$ cat src/rtl/core/qdp_pkg.sv
// Package for the int8 quantized dot-product block: widths, register
// indexes, reset values, shared types and saturation constants.
// No dependencies; imported by every module under rtl/core but qdp_fifo.
package qdp_pkg;

    // Default accumulator width, handed down from the top level
    localparam int ACC_BITS_DEF = 32;

    // Field widths
    localparam int ACT_W     = 16;
    localparam int WGT_W     = 8;
    localparam int BIAS_W    = 32;
    localparam int RES_W     = 32;
    localparam int CFG_IDX_W = 3;
    localparam int CFG_DAT_W = 32;
    localparam int TERM_W    = 18;   // 9b x 9b signed product

    // Queue between front and back
    localparam int QUEUE_DEPTH = 4;

    // int8 saturation limits
    localparam logic signed [7:0] Q_MIN = -8'sd128;
    localparam logic signed [7:0] Q_MAX = 8'sd127;

    // Register indexes
    typedef enum logic [CFG_IDX_W-1:0] {
        CFG_IN_INV_SCALE = 3'd0,
        CFG_IN_ZP        = 3'd1,
        CFG_WT_ZP        = 3'd2,
        CFG_DQ_SCALE     = 3'd3,
        CFG_RELU_EN      = 3'd4
    } t_cfg_index;

    // Register reset values
    localparam logic [31:0] RST_IN_INV_SCALE = 32'd65536;
    localparam logic [31:0] RST_DQ_SCALE     = 32'd65536;

    // Register bank contents
    typedef struct packed {
        logic [31:0]        iis;       // input inverse scale, Q16.16
        logic signed [7:0]  izp;       // input zero point
        logic signed [7:0]  wzp;       // weight zero point
        logic [31:0]        dq_scale;  // dequant scale, Q0.32
        logic               relu;      // clamp negatives to zero
    } t_cfg;

    // One queued request from front to back
    typedef struct packed {
        logic signed [TERM_W-1:0] term;
        logic signed [BIAS_W-1:0] bias;
        logic                     last;
    } t_mac_item;

    // Back-end sequencer
    typedef enum logic [1:0] {
        BK_IDLE,
        BK_MUL,
        BK_ROUND,
        BK_FINISH
    } t_back_state;

endpackage

$ cat src/rtl/core/qdp_fifo.sv
// Small register FIFO carrying requests from the front to the back.
// Depends on nothing but its parameters.
module qdp_fifo #(
    parameter int WIDTH = 8,
    parameter int DEPTH = 4
) (
    input  logic             i_clk,
    input  logic             i_rst_n,
    input  logic             i_push,
    input  logic [WIDTH-1:0] i_data,
    input  logic             i_pop,
    output logic [WIDTH-1:0] o_data,
    output logic             o_valid,
    output logic             o_full
);
    localparam int PTR_W = (DEPTH > 1) ? $clog2(DEPTH) : 1;
    localparam int CNT_W = $clog2(DEPTH + 1);

    logic [WIDTH-1:0] r_mem [DEPTH];
    logic [PTR_W-1:0] r_wptr, r_rptr;
    logic [CNT_W-1:0] r_count;
    logic             push_ok, pop_ok;

    assign o_valid = (r_count != '0);
    assign o_full  = (r_count == CNT_W'(DEPTH));
    assign push_ok = i_push && !o_full;
    assign pop_ok  = i_pop && o_valid;
    assign o_data  = r_mem[r_rptr];

    // Pointers and fill count
    always_ff @(posedge i_clk) begin
        if (!i_rst_n) begin
            r_wptr  <= '0;
            r_rptr  <= '0;
            r_count <= '0;
        end else begin
            if (push_ok) begin
                r_wptr <= (r_wptr == PTR_W'(DEPTH - 1)) ? '0 : r_wptr + 1'b1;
            end
            if (pop_ok) begin
                r_rptr <= (r_rptr == PTR_W'(DEPTH - 1)) ? '0 : r_rptr + 1'b1;
            end
            unique case ({push_ok, pop_ok})
                2'b10:   r_count <= r_count + 1'b1;
                2'b01:   r_count <= r_count - 1'b1;
                default: r_count <= r_count;
            endcase
        end
    end

    // Storage
    always_ff @(posedge i_clk) begin
        if (push_ok) begin
            r_mem[r_wptr] <= i_data;
        end
    end

endmodule

$ cat src/rtl/core/qdp_front.sv
// Front end: accepts input requests, quantizes the activation to int8 and
// forms the zero-point corrected product in three stages. Uses qdp_pkg.
module qdp_front (
    input  logic                          i_clk,
    input  logic                          i_rst_n,
    input  qdp_pkg::t_cfg                 i_cfg,
    input  logic                          i_valid,
    output logic                          o_ready,
    input  logic signed [qdp_pkg::ACT_W-1:0]  i_activation,
    input  logic signed [qdp_pkg::WGT_W-1:0]  i_weight,
    input  logic signed [qdp_pkg::BIAS_W-1:0] i_bias,
    input  logic                          i_last,
    output logic                          o_push,
    output qdp_pkg::t_mac_item            o_item,
    input  logic                          i_full
);
    import qdp_pkg::*;

    // Stage registers
    logic                     r1_v, r2_v, r3_v;
    logic signed [48:0]       r1_prod;
    logic signed [7:0]        r1_w;
    logic signed [BIAS_W-1:0] r1_bias, r2_bias;
    logic                     r1_last, r2_last;
    logic signed [7:0]        r2_q;
    logic signed [8:0]        r2_wd;
    t_mac_item                r3_item;

    logic                     adv;
    logic signed [48:0]       s1_prod;
    logic signed [49:0]       s2_t, s2_rnd;
    logic signed [25:0]       s2_qpre;
    logic signed [7:0]        s2_q;
    logic signed [8:0]        s2_wd, s3_qd;
    t_mac_item                s3_item;

    // Whole pipe moves unless the last stage is blocked by a full queue
    assign adv     = !(r3_v && i_full);
    assign o_ready = adv;
    assign o_push  = r3_v && !i_full;
    assign o_item  = r3_item;

    // Stage 1: activation times inverse scale (Q8.8 x Q16.16 = Q.24)
    assign s1_prod = i_activation * $signed({1'b0, i_cfg.iis});

    // Stage 2: add zero point, round half away from zero, saturate to int8
    always_comb begin
        s2_t    = {r1_prod[48], r1_prod} + {{18{i_cfg.izp[7]}}, i_cfg.izp, 24'b0};
        s2_rnd  = s2_t + (50'sd1 <<< 23) - {49'b0, s2_t[49]};
        s2_qpre = s2_rnd[49:24];
        if (s2_qpre[25:7] == {19{s2_qpre[25]}}) begin
            s2_q = s2_qpre[7:0];
        end else begin
            s2_q = s2_qpre[25] ? Q_MIN : Q_MAX;
        end
        s2_wd = {r1_w[7], r1_w} - {i_cfg.wzp[7], i_cfg.wzp};
    end

    // Stage 3: zero-point corrected product
    always_comb begin
        s3_qd        = {r2_q[7], r2_q} - {i_cfg.izp[7], i_cfg.izp};
        s3_item.term = s3_qd * r2_wd;
        s3_item.bias = r2_bias;
        s3_item.last = r2_last;
    end

    // Valid bits
    always_ff @(posedge i_clk) begin
        if (!i_rst_n) begin
            r1_v <= 1'b0;
            r2_v <= 1'b0;
            r3_v <= 1'b0;
        end else if (adv) begin
            r1_v <= i_valid;
            r2_v <= r1_v;
            r3_v <= r2_v;
        end
    end

    // Payload
    always_ff @(posedge i_clk) begin
        if (adv) begin
            r1_prod <= s1_prod;
            r1_w    <= i_weight;
            r1_bias <= i_bias;
            r1_last <= i_last;
            r2_q    <= s2_q;
            r2_wd   <= s2_wd;
            r2_bias <= r1_bias;
            r2_last <= r1_last;
            r3_item <= s3_item;
        end
    end

endmodule

$ cat src/rtl/core/qdp_back.sv
// Back end: accumulates queued products and, on the last element,
// dequantizes, adds bias, saturates and applies ReLU when enabled. Uses qdp_pkg.
module qdp_back #(
    parameter int ACC_BITS = qdp_pkg::ACC_BITS_DEF
) (
    input  logic                           i_clk,
    input  logic                           i_rst_n,
    input  qdp_pkg::t_cfg                  i_cfg,
    input  logic                           i_valid,
    input  qdp_pkg::t_mac_item             i_item,
    output logic                           o_pop,
    output logic                           o_out_valid,
    input  logic                           i_out_ready,
    output logic [qdp_pkg::RES_W-1:0]      o_out_data
);
    import qdp_pkg::*;

    localparam int NCH    = (ACC_BITS + 15) / 16;          // 16-bit chunks of |acc|
    localparam int MAG_W  = NCH * 16;
    localparam int PROD_W = MAG_W + 32;
    localparam int P_W    = PROD_W - 16;
    localparam int CNT_W  = (NCH > 1) ? $clog2(NCH) : 1;
    localparam logic [PROD_W-1:0] HALF  = PROD_W'(1) << 15;
    localparam logic [34:0]       P_CAP = 35'(1) << 34;

    t_back_state         r_state, n_state;
    logic [ACC_BITS-1:0] r_acc, n_acc;
    logic [MAG_W-1:0]    r_mag, n_mag;
    logic                r_neg, n_neg;
    logic signed [BIAS_W-1:0] r_bias, n_bias;
    logic [CNT_W-1:0]    r_cnt, n_cnt;
    logic [PROD_W-1:0]   r_prod, n_prod;
    logic [34:0]         r_p, n_p;
    logic                r_out_valid, n_out_valid;
    logic [RES_W-1:0]    r_out_data, n_out_data;

    logic [ACC_BITS-1:0] acc_sum, acc_mag;
    logic [47:0]         pp;
    logic [PROD_W-1:0]   rnd;
    logic [P_W-1:0]      p_full;
    logic signed [36:0]  p_s, v;
    logic [RES_W-1:0]    res;
    logic                out_free;

    assign o_out_valid = r_out_valid;
    assign o_out_data  = r_out_data;
    assign out_free    = !r_out_valid || i_out_ready;

    // Datapath terms
    always_comb begin
        acc_sum = r_acc + {{(ACC_BITS - TERM_W){i_item.term[TERM_W-1]}}, i_item.term};
        acc_mag = acc_sum[ACC_BITS-1] ? (~acc_sum + 1'b1) : acc_sum;
        pp      = 48'(r_mag[MAG_W-1 -: 16]) * 48'(i_cfg.dq_scale);
        rnd     = r_prod + HALF;
        p_full  = rnd[PROD_W-1:16];
        p_s     = {2'b0, r_p};
        v       = (r_neg ? -p_s : p_s) + {{5{r_bias[BIAS_W-1]}}, r_bias};
        if (v[36:31] == {6{v[36]}}) begin
            res = v[31:0];
        end else begin
            res = v[36] ? 32'h8000_0000 : 32'h7FFF_FFFF;
        end
        if (i_cfg.relu && res[31]) begin
            res = '0;
        end
    end

    // Sequencer: next state and register updates
    always_comb begin
        n_state     = r_state;
        n_acc       = r_acc;
        n_mag       = r_mag;
        n_neg       = r_neg;
        n_bias      = r_bias;
        n_cnt       = r_cnt;
        n_prod      = r_prod;
        n_p         = r_p;
        n_out_valid = r_out_valid;
        n_out_data  = r_out_data;
        o_pop       = 1'b0;
        if (r_out_valid && i_out_ready) begin
            n_out_valid = 1'b0;
        end
        unique case (r_state)
            BK_IDLE: begin
                o_pop = i_valid;
                if (i_valid) begin
                    if (i_item.last) begin
                        n_neg   = acc_sum[ACC_BITS-1];
                        n_mag   = MAG_W'(acc_mag);
                        n_bias  = i_item.bias;
                        n_acc   = '0;
                        n_prod  = '0;
                        n_cnt   = '0;
                        n_state = BK_MUL;
                    end else begin
                        n_acc = acc_sum;
                    end
                end
            end
            BK_MUL: begin
                // Horner step: top chunk first
                n_prod = (r_prod << 16) + PROD_W'(pp);
                n_mag  = r_mag << 16;
                n_cnt  = r_cnt + 1'b1;
                if (r_cnt == CNT_W'(NCH - 1)) begin
                    n_state = BK_ROUND;
                end
            end
            BK_ROUND: begin
                n_p     = (p_full > P_W'(P_CAP)) ? P_CAP : p_full[34:0];
                n_state = BK_FINISH;
            end
            BK_FINISH: begin
                if (out_free) begin
                    n_out_valid = 1'b1;
                    n_out_data  = res;
                    n_state     = BK_IDLE;
                end
            end
            default: n_state = BK_IDLE;
        endcase
    end

    // Control registers
    always_ff @(posedge i_clk) begin
        if (!i_rst_n) begin
            r_state     <= BK_IDLE;
            r_acc       <= '0;
            r_out_valid <= 1'b0;
        end else begin
            r_state     <= n_state;
            r_acc       <= n_acc;
            r_out_valid <= n_out_valid;
        end
    end

    // Payload registers
    always_ff @(posedge i_clk) begin
        r_mag      <= n_mag;
        r_neg      <= n_neg;
        r_bias     <= n_bias;
        r_cnt      <= n_cnt;
        r_prod     <= n_prod;
        r_p        <= n_p;
        r_out_data <= n_out_data;
    end

endmodule

$ cat src/rtl/core/quantized_int8_dot_product.sv
// Top level of the int8 quantized dot-product block: register bank, front
// end, request queue and back end. Uses qdp_pkg, qdp_front, qdp_fifo, qdp_back.
//
//  channel   signals                         payload
//  --------  ------------------------------  ---------------------------------
//  input     s_axis_tvalid/tready            tdata: activation, weight, bias
//            s_axis_tdata/tlast              tlast: last element
//  output    m_axis_tvalid/tready/tdata      tdata: result_value
//  config    i_cfg_valid/o_cfg_ready         i_cfg_index, i_cfg_data
//
// The front end takes one request per cycle, unless a full queue stalls it,
// through a three-stage pipe into a four-entry queue. The back end retires
// a non-last element as it pops it; a last element holds it through the
// 16x32 multiply sequence over the accumulator magnitude, rounding and
// bias (BK_MUL, BK_ROUND, BK_FINISH).
// Reset is synchronous, active low, and clears the accumulator and pipes.
// A stalled result stays in the output register; the queue absorbs the rest.
module quantized_int8_dot_product #(
    parameter int ACC_BITS = qdp_pkg::ACC_BITS_DEF
) (
    input  logic                              i_clk,
    input  logic                              i_rst_n,
    input  logic                              s_axis_tvalid,
    output logic                              s_axis_tready,
    // [15:0] activation, [23:16] weight_value, [55:24] bias_value
    input  logic [55:0]                       s_axis_tdata,
    input  logic                              s_axis_tlast,
    output logic                              m_axis_tvalid,
    input  logic                              m_axis_tready,
    // [31:0] result_value
    output logic [qdp_pkg::RES_W-1:0]         m_axis_tdata,
    input  logic                              i_cfg_valid,
    output logic                              o_cfg_ready,
    input  logic [qdp_pkg::CFG_IDX_W-1:0]     i_cfg_index,
    input  logic [qdp_pkg::CFG_DAT_W-1:0]     i_cfg_data
);
    import qdp_pkg::*;

    localparam int ITEM_W = $bits(t_mac_item);

    t_cfg              r_cfg;
    logic              push, pop, q_valid, q_full;
    t_mac_item         push_item, pop_item;
    logic [ITEM_W-1:0] pop_bits;

    assign o_cfg_ready = 1'b1;
    assign pop_item    = t_mac_item'(pop_bits);

    // Register bank
    always_ff @(posedge i_clk) begin
        if (!i_rst_n) begin
            r_cfg.iis      <= RST_IN_INV_SCALE;
            r_cfg.izp      <= '0;
            r_cfg.wzp      <= '0;
            r_cfg.dq_scale <= RST_DQ_SCALE;
            r_cfg.relu     <= 1'b0;
        end else if (i_cfg_valid) begin
            unique case (i_cfg_index)
                CFG_IN_INV_SCALE: r_cfg.iis      <= i_cfg_data[31:0];
                CFG_IN_ZP:        r_cfg.izp      <= i_cfg_data[7:0];
                CFG_WT_ZP:        r_cfg.wzp      <= i_cfg_data[7:0];
                CFG_DQ_SCALE:     r_cfg.dq_scale <= i_cfg_data[31:0];
                CFG_RELU_EN:      r_cfg.relu     <= i_cfg_data[0];
                default:          r_cfg          <= r_cfg;
            endcase
        end
    end

    qdp_front u_front (
        .i_clk        (i_clk),
        .i_rst_n      (i_rst_n),
        .i_cfg        (r_cfg),
        .i_valid      (s_axis_tvalid),
        .o_ready      (s_axis_tready),
        .i_activation (s_axis_tdata[15:0]),
        .i_weight     (s_axis_tdata[23:16]),
        .i_bias       (s_axis_tdata[55:24]),
        .i_last       (s_axis_tlast),
        .o_push       (push),
        .o_item       (push_item),
        .i_full       (q_full)
    );

    qdp_fifo #(
        .WIDTH (ITEM_W),
        .DEPTH (QUEUE_DEPTH)
    ) u_queue (
        .i_clk   (i_clk),
        .i_rst_n (i_rst_n),
        .i_push  (push),
        .i_data  (push_item),
        .i_pop   (pop),
        .o_data  (pop_bits),
        .o_valid (q_valid),
        .o_full  (q_full)
    );

    qdp_back #(
        .ACC_BITS (ACC_BITS)
    ) u_back (
        .i_clk       (i_clk),
        .i_rst_n     (i_rst_n),
        .i_cfg       (r_cfg),
        .i_valid     (q_valid),
        .i_item      (pop_item),
        .o_pop       (pop),
        .o_out_valid (m_axis_tvalid),
        .i_out_ready (m_axis_tready),
        .o_out_data  (m_axis_tdata)
    );

endmodule

$ cat config.mk
export PLATFORM = sky130hd
export DESIGN_NAME = quantized_int8_dot_product
export DESIGN_NICKNAME = d
export VERILOG_FILES = /design/src/rtl/core/qdp_pkg.sv /design/src/rtl/core/qdp_fifo.sv /design/src/rtl/core/qdp_front.sv /design/src/rtl/core/qdp_back.sv /design/src/rtl/core/quantized_int8_dot_product.sv
export SDC_FILE = /design/constraint.sdc
export NUM_CORES = 2
export LEC_CHECK = 0
export BUFFER_PORTS_ARGS = -buffer_cell sky130_fd_sc_hd__buf_2
export CORE_ASPECT_RATIO = 1.75
export CORE_MARGIN = 4
export CORE_UTILIZATION = 54
export CTS_BUF_LIST = sky130_fd_sc_hd__clkbuf_8
export DETAILED_ROUTE_END_ITERATION = 8
export PLACE_DENSITY = 0.7
export SLEW_MARGIN = 40
export SYNTH_ARGS = -nofsm -noshare
export SYNTH_HDL_FRONTEND = slang
export SYNTH_SLANG_ARGS = --single-unit
$ cat constraint.sdc
create_clock -name i_clk -period 10 [get_ports i_clk]
set_input_delay 1 -clock i_clk [delete_from_list [all_inputs] [get_ports i_clk]]
set_output_delay 1 -clock i_clk [all_outputs]
set_load 0.005 [all_outputs]
# Word-level counts from Yosys, hierarchy flattened
# Memories as Yosys holds them, arrays and structs flattened. A register that Yosys moved wholly into a read port is not among the register bits.
# Index checks and enable logic that the tools add are counted.
[totals]
word_cells = 129
register_bits = 514
input_bits = 97
memories = 1
mem_bits_rw = 204
[op_classes]
order_cmp = 1
n_reduce_logical = 25
bitwise_logic = 1
muxes = 32
n_addsub = 16
n_eq_ne = 18
mul = 3
[mem_list]
columns = ["name", "depth", "width", "rd", "rd_ports_with_merged_regs", "wr", "line", "rtl"]
rows = [
  ["u_queue.r_mem", 4, 51, 1, 1, 1, "qdp_fifo.sv:19", "logic [WIDTH-1:0] r_mem [DEPTH];"],
]
[op_table]
columns = ["op", "count"]
rows = [
  ["$mux W32", 6],
  ["$mux W64", 2],
  ["$pmux W64 S2", 1],
  ["$add A64 B16 Y64 const B", 1],
  ["$add A64 B48 Y64", 1],
  ["$pmux W32 S2", 1],
  ["$add A49 B32 Y50", 1],
  ["$add A50 B24 Y50 const B", 1],
  ["$sub A50 B1 Y50", 1],
  ["$mul A16 B33 Y49", 1],
  ["$gt A48 B35 Y1 const B", 1],
  ["$mul A16 B32 Y48", 1],
  ["$add A37 B37 Y37", 1],
  ["$mux W37", 1],
  ["$neg A35 Y37", 1],
  ["$add A32 B1 Y32 const B", 1],
  ["$add A32 B32 Y32", 1],
  ["$not A32 Y32", 1],
  ["$eq A18 B18 Y1", 1],
  ["$mul A9 B9 Y18", 1],
  ["$sub A8 B8 Y9", 2],
  ["$mux W2", 8],
  ["$mux W8", 2],
  ["$reduce_and A2 Y1", 7],
  ["other kinds (25)", 51],
]

# Logic depth before layout (Yosys ltp)
[depth]
word_depth = 7
mapped_depth = 35

# Cells and area by module
# Synthesis repeated with hierarchy kept, for this count alone.
[unflattened]
cells_unflattened = 7588
area_unflattened_um2 = 74592.8
[modules_own_cells]
columns = ["module", "area_per_inst_um2", "seq_area_each_um2", "instances", "cells_per_inst"]
rows = [
  ["qdp_back", 32871.5, 6616.3, 1, 3689],
  ["qdp_front", 30744.5, 5795.6, 1, 3273],
  ["qdp_fifo", 7913.8, 6306.0, 1, 323],
  ["quantized_int8_dot_product", 3062.9, 1621.6, 1, 303],
]

# Worst setup path before layout
# No wires, ideal clock.
[synth_timing]
path_type = "input port to flip-flop"
startpoint = "in s_axis_tdata[1]"
endpoint = "reg u_front.r1_prod[46], data pin"
path_buffers = 1
required_ns = 9.738
arrival_ns = 7.473
setup_time_ns = 0.262
setup_slack_ns = 2.265
cell_stages = 27
path_cell_list = "clkbuf_1 -> nand2_1 -> fa_1 -> inv_1 -> fa_1 -> inv_1 -> fa_1 -> inv_1 -> fa_1 -> fa_1 -> inv_1 -> fa_1 -> inv_1 -> ha_1 -> a21o_1 -> a21o_1 -> a21oi_1 -> o311ai_0 -> o22a_1 -> a311o_1 -> a41o_1 -> o211a_1 -> o21a_1 -> o21ai_1 -> a2111oi_0 -> a211oi_1 -> xnor2_1"
[synth_via]
elab_chain_len = 1
[synth_lines]
columns = ["item", "line", "rtl"]
rows = [
  ["start: declaration", "quantized_int8_dot_product.sv:26", "input logic [55:0] s_axis_tdata,"],
  ["$mul A16 B33 Y49", "qdp_front.sv:44", "assign s1_prod = i_activation * $signed({1'b0, i_cfg.iis});"],
  ["named net u_front.s1_prod[46]", "qdp_front.sv:30", "logic signed [48:0] s1_prod;"],
  ["end signal: assignment", "qdp_front.sv:83", "r1_prod <= s1_prod;"],
  ["end: declaration", "qdp_front.sv:21", "logic signed [48:0] r1_prod;"],
]
# The timed path passes the listed nets, and every way through them passes these cells.
# A chain may end at the register's enable or synchronous reset.

# Worst setup path after layout
[layout_timing]
startpoint = "reg u_back.r_mag[19]"
endpoint = "reg u_back.r_prod[57], data pin"
[layout_via]
elab_chain_len = 3
[layout_lines]
columns = ["item", "line", "rtl"]
rows = [
  ["start: declaration", "qdp_back.sv:28", "logic [MAG_W-1:0] r_mag, n_mag;"],
  ["start signal: assignment", "qdp_back.sv:140", "r_mag <= n_mag;"],
  ["$mul A16 B32 Y48", "qdp_back.sv:53", "pp = 48'(r_mag[MAG_W-1 -: 16]) * 48'(i_cfg.dq_scale);"],
  ["$add A64 B48 Y64", "qdp_back.sv:103", "n_prod = (r_prod << 16) + PROD_W'(pp);"],
  ["$pmux W64 S2", "qdp_back.sv:84", "unique case (r_state)"],
  ["end signal: assignment", "qdp_back.sv:144", "r_prod <= n_prod;"],
  ["end: declaration", "qdp_back.sv:32", "logic [PROD_W-1:0] r_prod, n_prod;"],
]
# Every way passes these cells.

==> impl_metrics.py <==
metrics = {
    "outcome": {
        "outcome": "complete, no violations",
    },
    "global_route": {
        "grt_usage_pct": 28.5,
        "gr-usage-met1_pct": 26.9,
        "antenna_found_initial": 10,
        "grt_max_degree": 95,
        "top_usage_layer": "met2",
        "grt_pass1_vias": 57600,
        "grtUsageMet3_pct": 3.40,
        "grtUsageMet2_pct": 54.4,
        "overflow": 0,
        "grt_pass1_wl_mm": 310,
    },
    "route": {
        "drt-total-wl_mm": 199,
        "drc": 0,
        "ant_nets": 0,
        "viasPerCell": 5.66,
        "vias": 52800,
        "routedWlPerCell_um": 21.3,
        "firstDrtPassIters": 6,
        "first_iter_violations": 2875,
    },
    "synth": {
        "synth.avg_cell_area_um2": 9.83,
        "syn_nets": 8943,
        "synth.distinct_cells": 96,
        "synth_area_leaders": "fa_1, edfxtp_1, ha_1",
        "syn-cell-area_um2": 72800,
        "synth_edf_count": 592,
        "async_flop_share_pct": 0,
        "synth_top_cell_by_area": "fa_1",
        "synth_top_area_share_pct": 26.0,
        "netlist_instances": 7406,
        "ys_ff_latch": 720,
        "seq_area_frac_synth_pct": 27.9,
        "yosys_warnings": 0,
        "synth_flop_cell": "edfxtp_1",
    },
    "cells_and_area": {
        "mostFrequentLayoutCells": "inv_1, nand2_1, fa_1",
        "post-route-util_pct": 57.8,
        "mostFrequentLayoutCell": "inv_1",
        "fin_nets": 8963,
        "drive_gt1_share_pct": 6.57,
        "syn_to_final_growth_pct": 6.68,
        "stdcell_count": 9326,
    },
    "timing": {
        "setup_tns_ps": 0,
        "slew_violations": 0,
        "finalHoldViolations": 0,
        "post-route-period-util_pct": 86.1,
        "setup_violations": 0,
        "slew_headroom_pct": 39.2,
        "fin_crit_ps": 8610,
        "tightest_slew_ps": 910,
        "fin_skew_ps": 83.9,
        "rsz0062_at_grt": "false",
        "timing.fmax_mhz": 116,
    },
    "power": {
        "vdd_drop_max_uv": 711,
        "p_leak_nw": 35.1,
        "cellPowerDensity_nw_per_um2": 295,
    },
    "floorplan": {
        "core_area_um2": 134000,
        "die_area_um2": 141000,
        "start_util_pct": 54.2,
        "dieHeight_um": 494,
        "fp.dieW_um": 286,
        "num_rows": 178,
        "io_pins": 132,
    },
    "clock_tree": {
        "cts_tree": "built",
        "cts.clk_slew.worst_paths_ps": 70,
        "clock_latency_ps": 820,
        "cts_buffer_depth": 3,
        "cts_inserted_buffers": 107,
        "postCtsHoldBufs": 0,
        "cts_setup_buffers": 0,
        "cts_root_buf": "clkbuf_8",
        "cts.sinks": 720,
        "htreeDepth": 3,
        "post_cts_resized": 0,
    },
    "worst_setup_path": {
        "crit_required_ps": 10470,
        "critical_path_arrival_ps": 9070,
        "worstPathMaxFanout": 19,
        "worstSetupPathType": "reg -> reg",
        "cp-end-kind": "register",
        "cp-start-kind": "register",
    },
    "run": {
        "drv_cap": 0,
    },
    "place": {
        "dp_cells": 9114,
        "gp_congestion": 0.981,
        "portBuffers": 130,
        "dpl.hpwl_mm": 159,
    },
    "min_path": {
        "hold_class": "in -> reg",
    },
}
==> where the power goes <==
group	total, W	switching, W	internal, W
clock network	0.00255	0.00125	0.00131
logic	0.0152	0.00898	0.00624
registers	0.00511	0.000647	0.00447
total	0.0229	0.0109	0.0120
==> metal layers <==
| layer | up-vias | routed length (µm) |
|---|---|---|
| met2 | 1763 | 107000 |
| met1 | 26400 | 61700 |
| met5 | - | 0 |
| li1 | 23800 | - |
| met3 | 853 | 9250 |
| met4 | 0 | 20200 |
==> registers in the layout, indices dropped and copies added, names as in the netlist, 9 cells and up, named ones only <==
| name | count |
|---|---|
| u_front.r1_bias | 32 |
| u_back.o_out_data | 32 |
| u_front.r2_bias | 32 |
| u_back.r_prod | 64 |
| u_back.r_p | 35 |
| u_front.r2_wd | 9 |
| u_back.r_acc | 32 |
| u_front.o_item | 51 |
| u_queue.r_mem | 204 |
| r_cfg | 81 |
| u_back.r_bias | 32 |
| u_front.r1_prod | 49 |
| u_back.r_mag | 32 |
==> worst max-delay path, cell delays in order (launching register included) <==
cell and delay [ps]:
edfxtp_1 760, buf_4 400, nand2_1 120, fa_1 510, fa_1 520, fa_1 520, inv_1 60, fa_1 490
fa_1 490, inv_1 50, fa_1 470, inv_1 40, ha_1 340, o21ai_0 200, nand2b_1 90, and3_1 190
a221oi_1 230, o21ai_1 180, o21ai_0 550, a31oi_1 310, o41ai_1 660, o211ai_1 210, o21ai_1 490, nor3_1 130
xnor2_1 180, nor2_1 50
==> Yosys cell counts, types with 7 or more instances <==
| library cell | instances |
|---|---|
| xnor2_1 | 225 |
| nand4_1 | 47 |
| a2111oi_0 | 8 |
| or3_1 | 24 |
| o21ai_1 | 10 |
| a21oi_1 | 255 |
| nor2_1 | 318 |
| a31oi_1 | 30 |
| o41ai_1 | 7 |
| a21boi_0 | 86 |
| and4_1 | 8 |
| edfxtp_1 | 592 |
| nor4_1 | 17 |
| nand2b_1 | 51 |
| a22oi_1 | 31 |
| fa_1 | 944 |
| o21a_1 | 44 |
| o21bai_1 | 54 |
| nand3_1 | 86 |
| a21o_1 | 150 |
| or4_1 | 9 |
| ha_1 | 496 |
| and2_1 | 427 |
| buf_1 | 11 |
| a211oi_1 | 23 |
| o211ai_1 | 22 |
| nor3_1 | 87 |
| mux4_2 | 50 |
| nor2b_1 | 51 |
| dfxtp_1 | 128 |
| mux2i_1 | 8 |
| inv_1 | 1371 |
| nand2_1 | 994 |
| o31ai_1 | 24 |
| and3_1 | 35 |
| o21ai_0 | 143 |
| mux2_2 | 15 |
| buf_2 | 9 |
| a211o_1 | 10 |
| xor2_1 | 105 |
| clkbuf_1 | 277 |
| or2_2 | 12 |
| nor3b_1 | 7 |
==> layout make-up <==
cell class	instances	area, µm²
timing repair buffer	211	1370
clock inverter	90	771
fill	11600	56600
inverter	1372	5160
clock buffer	109	1500
antenna	10	25.0
sequential	720	20400
tap	1800	2250
multi-input combinational	5014	46200
==> final timing paths <==
| kind | end | cells after the start | from | slack [ps] |
|---|---|---|---|---|
| max | u_back.r_prod[57] | 25 | u_back.r_mag[19] | 1390 |
| min | u_front.r1_bias[23] | 1 | s_axis_tdata[47] | 350 |
| max reg2reg | u_back.r_prod[57] | 25 | u_back.r_mag[19] | 1390 |
| min reg2reg | u_front.r2_bias[26] | 0 | u_front.r1_bias[26] | 360 |
==> metrics by stage <==
step / hold WS [ps] / worst slack, ps / power, W / cell area (µm²)
after floorplan: 400 / 2270 / 0.0162 / 72800
after global placement: 402 / 1340 / 0.0199 / 75200
after detailed placement: 405 / 1250 / 0.0203 / 75300
after CTS: 261 / 1470 / 0.0230 / 77600
after global routing: 298 / 800 / 0.0250 / 77700
final: 346 / 1390 / 0.0229 / 77700
==> cell families (layout without fill, tap and decap cells) <==
| logic type | Yosys count | count (layout) | synth area share (%) |
|---|---|---|---|
| AO/OA/AOI/OAI | 962 | 962 | 8.71 |
| XOR/XNOR | 330 | 330 | 3.97 |
| adder cells (fa/ha/maj) | 1440 | 1440 | 34.5 |
| buffers and inverters | 1672 | 1782 | 8.65 |
| flip-flops | 720 | 720 | 27.9 |
| multiplexers | 73 | 73 | 1.89 |
| other | 1 | 11 | 0.00515 |
| AND/OR/NAND/NOR | 2208 | 2208 | 14.4 |
No activity file was read; power rests on OpenSTA's default activity.
